<file path="src/ghash_pkg.sv">
// Shared types and constants of the GHASH accumulate and tag unit.
package ghash_pkg;

  localparam int unsigned BLOCK_BYTES   = 16;
  localparam int unsigned BLOCK_BITS    = 128;
  localparam int unsigned WORD_BITS     = 64;
  localparam int unsigned LEN_BITS      = 61;
  localparam int unsigned VBYTES_BITS   = 5;

  // item kinds
  localparam logic KIND_DATA  = 1'b0;
  localparam logic KIND_FINAL = 1'b1;

  // configuration register indexes
  localparam logic CFG_KEY_HIGH = 1'b0;
  localparam logic CFG_KEY_LOW  = 1'b1;

  typedef logic [BLOCK_BITS-1:0] blk_t;

  typedef struct packed {
    logic                   kind;
    logic [WORD_BITS-1:0]   block_high;
    logic [WORD_BITS-1:0]   block_low;
    logic [VBYTES_BITS-1:0] valid_bytes;
    logic [LEN_BITS-1:0]    aad_bytes;
    logic [LEN_BITS-1:0]    ct_bytes;
  } item_t;

endpackage

</file>
<file path="src/ghash_blk_fmt.sv">
// Builds the 128-bit block to fold in: zero-padded data or the length block.
module ghash_blk_fmt (
  input  ghash_pkg::item_t item,
  output ghash_pkg::blk_t  blk
);

  logic [ghash_pkg::VBYTES_BITS-1:0] nbytes;
  ghash_pkg::blk_t                   mask;
  ghash_pkg::blk_t                   data;

  // counts above sixteen take the whole block
  assign nbytes = (item.valid_bytes > ghash_pkg::VBYTES_BITS'(ghash_pkg::BLOCK_BYTES))
                  ? ghash_pkg::VBYTES_BITS'(ghash_pkg::BLOCK_BYTES) : item.valid_bytes;

  always_comb begin
    for (int b = 0; b < ghash_pkg::BLOCK_BYTES; b++) begin
      // byte 0 sits in the top byte lane
      mask[ghash_pkg::BLOCK_BITS-1-8*b -: 8] =
        {8{ghash_pkg::VBYTES_BITS'(b) < nbytes}};
    end
  end

  assign data = {item.block_high, item.block_low} & mask;

  always_comb begin
    if (item.kind == ghash_pkg::KIND_FINAL) begin
      blk = {item.aad_bytes, 3'b000, item.ct_bytes, 3'b000};
    end else begin
      blk = data;
    end
  end

endmodule

</file>
<file path="config.mk">
export PLATFORM = sky130hd
export DESIGN_NAME = ghash_blk_fmt
export DESIGN_NICKNAME = d
export VERILOG_FILES = /design/src/ghash_pkg.sv /design/src/ghash_blk_fmt.sv
export SDC_FILE = /design/constraint.sdc
export NUM_CORES = 1
export LEC_CHECK = 0
export ABC_AREA = 1
export BUFFER_PORTS_ARGS = -buffer_cell sky130_fd_sc_hd__buf_2
export CORE_AREA = 3 3 148 150
export DETAILED_ROUTE_END_ITERATION = 7
export DIE_AREA = 0 0 151 153
export PLACE_DENSITY = 0.43
export SLEW_MARGIN = 10
export SYNTH_ARGS = -nofsm -noshare
export SYNTH_HDL_FRONTEND = slang
export SYNTH_SLANG_ARGS = --single-unit
export TNS_END_PERCENT = 100
</file>
<file path="constraint.sdc">
create_clock -name vclk -period 1.5
set_clock_uncertainty 0.15 [all_clocks]
set_input_delay 0.15 -clock vclk [all_inputs]
set_output_delay 0.15 -clock vclk [all_outputs]
set_load 0.01 [all_outputs]
</file>
=== Yosys cells after proc, flatten, opt, wreduce, memory -nomap -nowiden ===
Index checks and enable logic that the tools add are counted.

* Bits in registers: 0
* Output and inout bits: 128

* $lt $le $gt $ge: 17
* Mux-type cells: 2
* Bitwise gates (word level): 1

{| class="wikitable"
|+ Operators by type and width
! kind !! count
|-
| $and 128x128->128 || 1
|-
| $mux 128 || 1
|-
| $lt 4x5->1 const A || 8
|-
| $lt 3x5->1 const A || 4
|-
| $lt 1x5->1 const A || 2
|-
| $lt 2x5->1 const A || 2
|-
| $gt 5x5->1 const B || 1
|-
| $mux 5 || 1
|}

=== Longest topological paths before layout ===
Gate-level depths: netlist (run 1).

* Word-level depth: 5
* Mapped depth: 7
* Gate-level depth less buffers: 6

=== Least setup slack after synthesis (run 1) ===
Ideal clock, no wire load.

* Kind: input -> output
* Start point: input item[255] in the netlist's numbering
* End point: output blk[37]
* Arrival time: 1018 ps
* Required time: 1200 ps
* Path slack: 182 ps
* Cell stages on the path: 5
* Cells stage by stage: clkbuf_1 -> inv_2 -> clkbuf_1 -> nand2_1 -> o21ai_0

* Word-level cells in the longest chain between the ends: 1

{| class="wikitable"
|+ Ends and longest elaborated chain
! element !! RTL line !! RTL
|-
| start: declaration || ghash_blk_fmt.sv:3 || <nowiki>input ghash_pkg::item_t item,</nowiki>
|-
| $mux 128 || ghash_blk_fmt.sv:26 || <nowiki>if (item.kind == ghash_pkg::KIND_FINAL) begin</nowiki>
|-
| end: declaration || ghash_blk_fmt.sv:4 || <nowiki>output ghash_pkg::blk_t blk</nowiki>
|}

No other way between the ends.

=== Final worst setup path (run 1) ===
* Start point: input item[124] in the netlist's numbering
* End point: output blk[27]

* Word-level cells in the longest chain between the ends: 5

{| class="wikitable"
|+ Ends and longest elaborated chain
! element !! RTL line !! RTL
|-
| $gt 5x5->1 || ghash_blk_fmt.sv:12 || <nowiki>assign nbytes = (item.valid_bytes > ghash_pkg::VBYTES_BITS'(ghash_pkg::BLOCK_BYTES))</nowiki>
|-
| $mux 5 (*) || ghash_blk_fmt.sv:13 || <nowiki>? ghash_pkg::VBYTES_BITS'(ghash_pkg::BLOCK_BYTES) : item.valid_bytes;</nowiki>
|-
| $lt 4x5->1 (*) || ghash_blk_fmt.sv:19 || <nowiki>{8{ghash_pkg::VBYTES_BITS'(b) < nbytes}};</nowiki>
|-
| $and 128x128->128 (*) || ghash_blk_fmt.sv:23 || <nowiki>assign data = {item.block_high, item.block_low} & mask;</nowiki>
|-
| $mux 128 (*) || ghash_blk_fmt.sv:26 ||
|}

Mark *: on every way between the ends. The rest lies on a longest branch, timed or not.

==> results of run 1 <==
==> through the flow <==
step / area [um^2] / util [%] / setup slack [ns] / power, W / hold WS (ns)
after floorplan: 2103 / - / 0.1821 / 0.0006133 / 0.2371
after global placement: 4663 / 22.40 / -0.03272 / 0.001459 / 0.4309
after detailed placement: 4663 / 22.40 / -0.03659 / 0.001451 / 0.4311
after CTS: 4667 / 22.41 / -0.03770 / 0.001458 / 0.4321
after global routing: 4800 / 23.05 / -0.04820 / 0.001648 / 0.4457
final: 4800 / 23.05 / 0.03203 / 0.001478 / 0.4305
==> cells by family after synthesis <==
| kind of cell | count (synthesis) | synth area share [%] |
|---|---|---|
| AND/OR/NAND/NOR | 383 | 75.49 |
| buffers and inverters | 65 | 12.19 |
| AO/OA/AOI/OAI | 43 | 12.31 |
==> how the worst max path moves through the flow <==
stage | from | endpoint | slack [ns] | cells after the start
5_1_grt | item[124] | blk[27] | -0.05 | 7
4_1_cts | item[126] | blk[27] | -0.04 | 8
2_1_floorplan | item[255] | blk[37] | 0.18 | 5
3_3_place_gp | item[125] | blk[95] | -0.03 | 10
3_5_place_dp | item[125] | blk[27] | -0.04 | 9
6_report | item[124] | blk[27] | 0.03 | 7
==> final cells by class <==
class,instances,area (um^2),area share (%)
Tap cell,275,344.1,7.169
Timing Repair Buffer,421,2395,49.90
Multi-Input combinational cell,426,1928,40.17
Inverter,34,132.6,2.763
==> cells in the final DEF (no fill, tap or decap), drive strengths merged <==
master,netlist,final
clkbuf,15,3
a21oi,1,1
o211ai,1,1
nand2,258,258
o21bai,1,1
nand3,88,88
inv,34,34
o21ai,40,40
buf,16,418
nor2,37,37
==> tightest hold or removal path, cell delays in order <==
cell     delay (ns)
buf_2          0.07
nand2_1        0.04
nand2_1        0.05
buf_2          0.12
==> what timing repair did <==
action / 4_1_cts / 5_1_grt
endpoints found under the hold margin: 0 / 0
cloned: 0 / 1
pin swaps: 0 / 3
gates resized for setup: 1 / 31
hold buffers: 0 / 0
endpoints found under the setup margin: 16 / 83
==> metal layers <==
| metal | wire length (um) | track usage [%] | vias up |
|---|---|---|---|
| li1 | - | - | 2326 |
| met1 | 6061 | 13.84 | 1822 |
| met2 | 7541 | 21.65 | 217 |
| met3 | 1364 | 1.423 | 10 |
| met4 | 131 | 0.9931 | 0 |
| met5 | 0 | 0 | - |
==> cells in the mapped netlist (all sizes together) <==
cell type / number
nor2: 37
buf: 16
clkbuf: 15
a21oi: 1
nand3: 88
inv: 34
o21bai: 1
o211ai: 1
nand2: 258
o21ai: 40
==> power groups by stage <==
stage,sequential (W),combinational (W),clock [W]
floorplan,0,0.000613,0
global placement,0,0.00146,0
detailed placement,0,0.00145,0
CTS,0,0.00146,0
global route,0,0.00165,0
finish,0,0.00148,0
==> flow_summary.ini, run 1 <==
[critical_path]
cp_top_family = buffers and inverters
crit_path_end_kind = primary output
crit_type = input pin to primary output
cpMostUsedCell = buf_2
crit_path_cell_trace = buf_2, a21oi_4, buf_4, inv_1, nand3_1, nand2_1, buf_2
path_max_fanout = 8
cp.required_ns = 1.20
critPathLaunchType = input pin
cp.arrival_ns = 1.17
slowest_stage = a21oi_4
cpPeakStageDelay_ns = 0.22
crit_buf_inv = 4

[logic_synthesis]
synth_cells = 491
synth_area_leader_cell = nand2_1
synth_nets = 747
synth.distinct_cells = 20
post-synth-top-area-fraction_pct = 44.97
ys_seq_area_share_pct = 0
synthTopCellsByArea = nand2_1 (45%), nand3_1 (21%), o21ai_0 (6.9%)
yosys_warnings = 0
synth_area_um2 = 2103
syn_avg_cell_area_um2 = 4.284

[sta]
rsz0062_at_grt = true
tightest_slew_ns = 0.3214
max_slew_margin_pct = 78.55
slew_violations = 0
fin_crit_sh_pct = 97.86
setup_viol = 0
final.min_clock_period_ns = 1.468
setup_tns_ns = 0
finalHoldViolations = 0
fmax_ghz = 0.6812

[cells_and_area]
ff_latch_area_um2 = 0
syn_to_final_growth_pct = 128.2
nFillCells = 2462
drive_gt1_share_pct = 51.08
instances_no_fill = 1156
n_clock_buffer = 0
seq_cells = 0
diodes = 0
layout.nets = 1139

[power_and_ir_drop]
cell_internal_pwr_w = 0.0007057
swShare_pct = 52.25
ir_worst_vdd_uv = 87.95
leakage_nw = 3.077
clock_power_share_pct = 0
p_comb_share_pct = 100.0
p_sw_w = 0.0007721
powerDensity_nw_per_um2 = 307.9
p_seq_share_pct = 0

[global_route]
grt_pass1_wl_um = 21190
antenna_found_initial = 0
grt_use_total_pct = 11.33
grt_overflow = 0
grt_pass1_vias = 4080
grt_max_degree = 72

[route]
dr.first_iter.drc_count = 225
dr.pass1.iters = 4
route.vias.total = 4375
wl_per_cell_um = 13.06
postRouteAntennaNets = 0
drc = 0
drt-total-wl_um = 15100
avgViaCountPerCell = 3.785

[run]
cap_viol_max_count = 0

[worst_hold_path]
hold_end = blk[95]
min_from = item[89]
hold_path_class = input pin to primary output
worstHoldPathCells = 4

[floorplan]
row_count = 53
core-area_um2 = 20820
pin_count = 384
die_height_um = 153
initial_core_util_pct = 10.10
die_area_um2 = 23100
die_w_um = 151

[placement]
dpl.cell_count = 1155
gp_congestion = 0.8275
place_hpwl_um = 12630
io_buffers = 384

[status]
outcome = finished, final reports clean

[clock_network]
cts_setup_buffers = 0
(Power assumes the default switching activity.)
==> run 2, diff against run 1 <==
--- a/config.mk
+++ b/config.mk
@@ -11,6 +11,7 @@
 export DETAILED_ROUTE_END_ITERATION = 7
 export DIE_AREA = 0 0 151 153
 export PLACE_DENSITY = 0.43
+export REMOVE_ABC_BUFFERS = 1
 export SLEW_MARGIN = 10
 export SYNTH_ARGS = -nofsm -noshare
 export SYNTH_HDL_FRONTEND = slang
==> run 2 against run 1 <==
Net effect:
- sequential share of layout area stayed put
- global-route usage is 0.17 points higher
- sequential cell count unchanged
- count of clock-buffer cells in the layout stayed put
- combinational power about the same
- first-iteration DRC count shrank 28%
- highest routed layer is now met5
- critical path type unchanged
- via count rose by 1.8%
- largest power group unchanged
- power grew 0.78%
- worst hold slack hardly changed
==> flow_summary.ini, run 2 (synthesis results as in run 1) <==
[worst_hold_path]
min_from = item[115]
worstHoldPathCells = 4
hold_path_class = input pin to primary output
hold_end = blk[121]

[cells_and_area]
drive_gt1_share_pct = 51.48
seq_cells = 0
n_clock_buffer = 0
ff_latch_area_um2 = 0
layout_common_cells = buf_2 (380), nand2_1 (248), nand3_1 (80)
diodes = 0
final_util_pct = 23.09
final_common_cell = buf_2
layout.nets = 1136
instances_no_fill = 1153
syn_to_final_growth_pct = 128.6

[power_and_ir_drop]
finalPower_w = 0.001489
p_sw_w = 0.0007797
ir_worst_vdd_uv = 101.9
cell_internal_pwr_w = 0.0007096
p_comb_share_pct = 100.0
leakage_nw = 3.075
swShare_pct = 52.36
powerDensity_nw_per_um2 = 309.7
p_seq_share_pct = 0
clock_power_share_pct = 0

[placement]
gp_congestion = 0.8131
dpl.cell_count = 1149
pre_cts_slack_ns = -0.03956
place_hpwl_um = 13050
io_buffers = 384

[floorplan]
die_area_um2 = 23100
row_count = 53
die_height_um = 153
initial_core_util_pct = 10.10
core-area_um2 = 20820
pin_count = 384
die_w_um = 151

[sta]
tightest_slew_ns = 0.3266
fmax_ghz = 0.6951
finalHoldViolations = 0
setup_tns_ns = 0
fin_ws_ns = 0.06126
final.min_clock_period_ns = 1.439
fin_crit_sh_pct = 95.92
slew_violations = 0
setup_viol = 0
max_slew_margin_pct = 78.23
rsz0062_at_grt = false

[critical_path]
cp.required_ns = 1.20
crit_type = input pin to primary output
cp-startpoint = item[255]
crit_path_end_kind = primary output
cp.arrival_ns = 1.14
critPathLaunchType = input pin
path_max_fanout = 32

[run]
cap_viol_max_count = 0

[route]
dr.first_iter.drc_count = 163
postRouteAntennaNets = 0
dr.pass1.iters = 4
route.vias.total = 4452
wl_per_cell_um = 13.42
avgViaCountPerCell = 3.861
drt-total-wl_um = 15470
drc = 0

[global_route]
grt_use_total_pct = 11.50
grt_pass1_vias = 4227
grt_max_degree = 79
grt_pass1_wl_um = 21640
grt_overflow = 0
antenna_found_initial = 1

[status]
outcome = finished, final reports clean
## run 2: worst max-delay path, stage by stage
cell and delay [ns]:
buf_4 0.14, clkinv_2 0.14, buf_16 0.20, nand2_1 0.06, o21ai_0 0.23, buf_2 0.18
## run 2: worst max-delay path by stage
stage | to | slack [ns] | cells past startpoint
6_report | blk[113] | 0.06 | 6
5_1_grt | blk[59] | 0.00005 | 8
4_1_cts | blk[47] | -0.005 | 8
3_5_place_dp | blk[57] | -0.04 | 8
3_3_place_gp | blk[57] | -0.05 | 8
2_1_floorplan | blk[112] | -0.06 | 3
## run 2: power groups by stage
stage / Clock (W) / Sequential, W / Combinational (W)
floorplan: 0 / 0 / 0.000548
global placement: 0 / 0 / 0.00144
detailed placement: 0 / 0 / 0.00143
CTS: 0 / 0 / 0.00144
global route: 0 / 0 / 0.00167
finish: 0 / 0 / 0.00149
## run 2: layer usage
layer / vias up / wire length [um] / global-route usage, %
li1: 2320 / - / -
met2: 248 / 8236 / 23.59
met5: - / 13 / 0
met1: 1872 / 5698 / 12.55
met3: 10 / 1406 / 1.749
met4: 2 / 118 / 0.9067
## run 2: what timing repair did
action	in CTS	in global routing
endpoints found under the setup margin	25	56
resized for setup	6	30
gates cloned	0	2
buffers inserted	0	3
pin swaps	1	5
hold buffers	0	0
## run 2: final cells by class
type | instances | area [um^2]
Fill cell | 2426 | 16010
Timing Repair Buffer | 418 | 2375
Multi-Input combinational cell | 426 | 1958
Tap cell | 275 | 344.1
Inverter | 34 | 131.4
## run 2: metrics by stage
stage / area [um^2] / hold WS (ns)
after global routing: 4808 / 0.4528
after detailed placement: 4594 / 0.4302
after global placement: 4594 / 0.4283
after CTS: 4616 / 0.4304
final: 4808 / 0.4306
after floorplan: 1974 / 0.1975
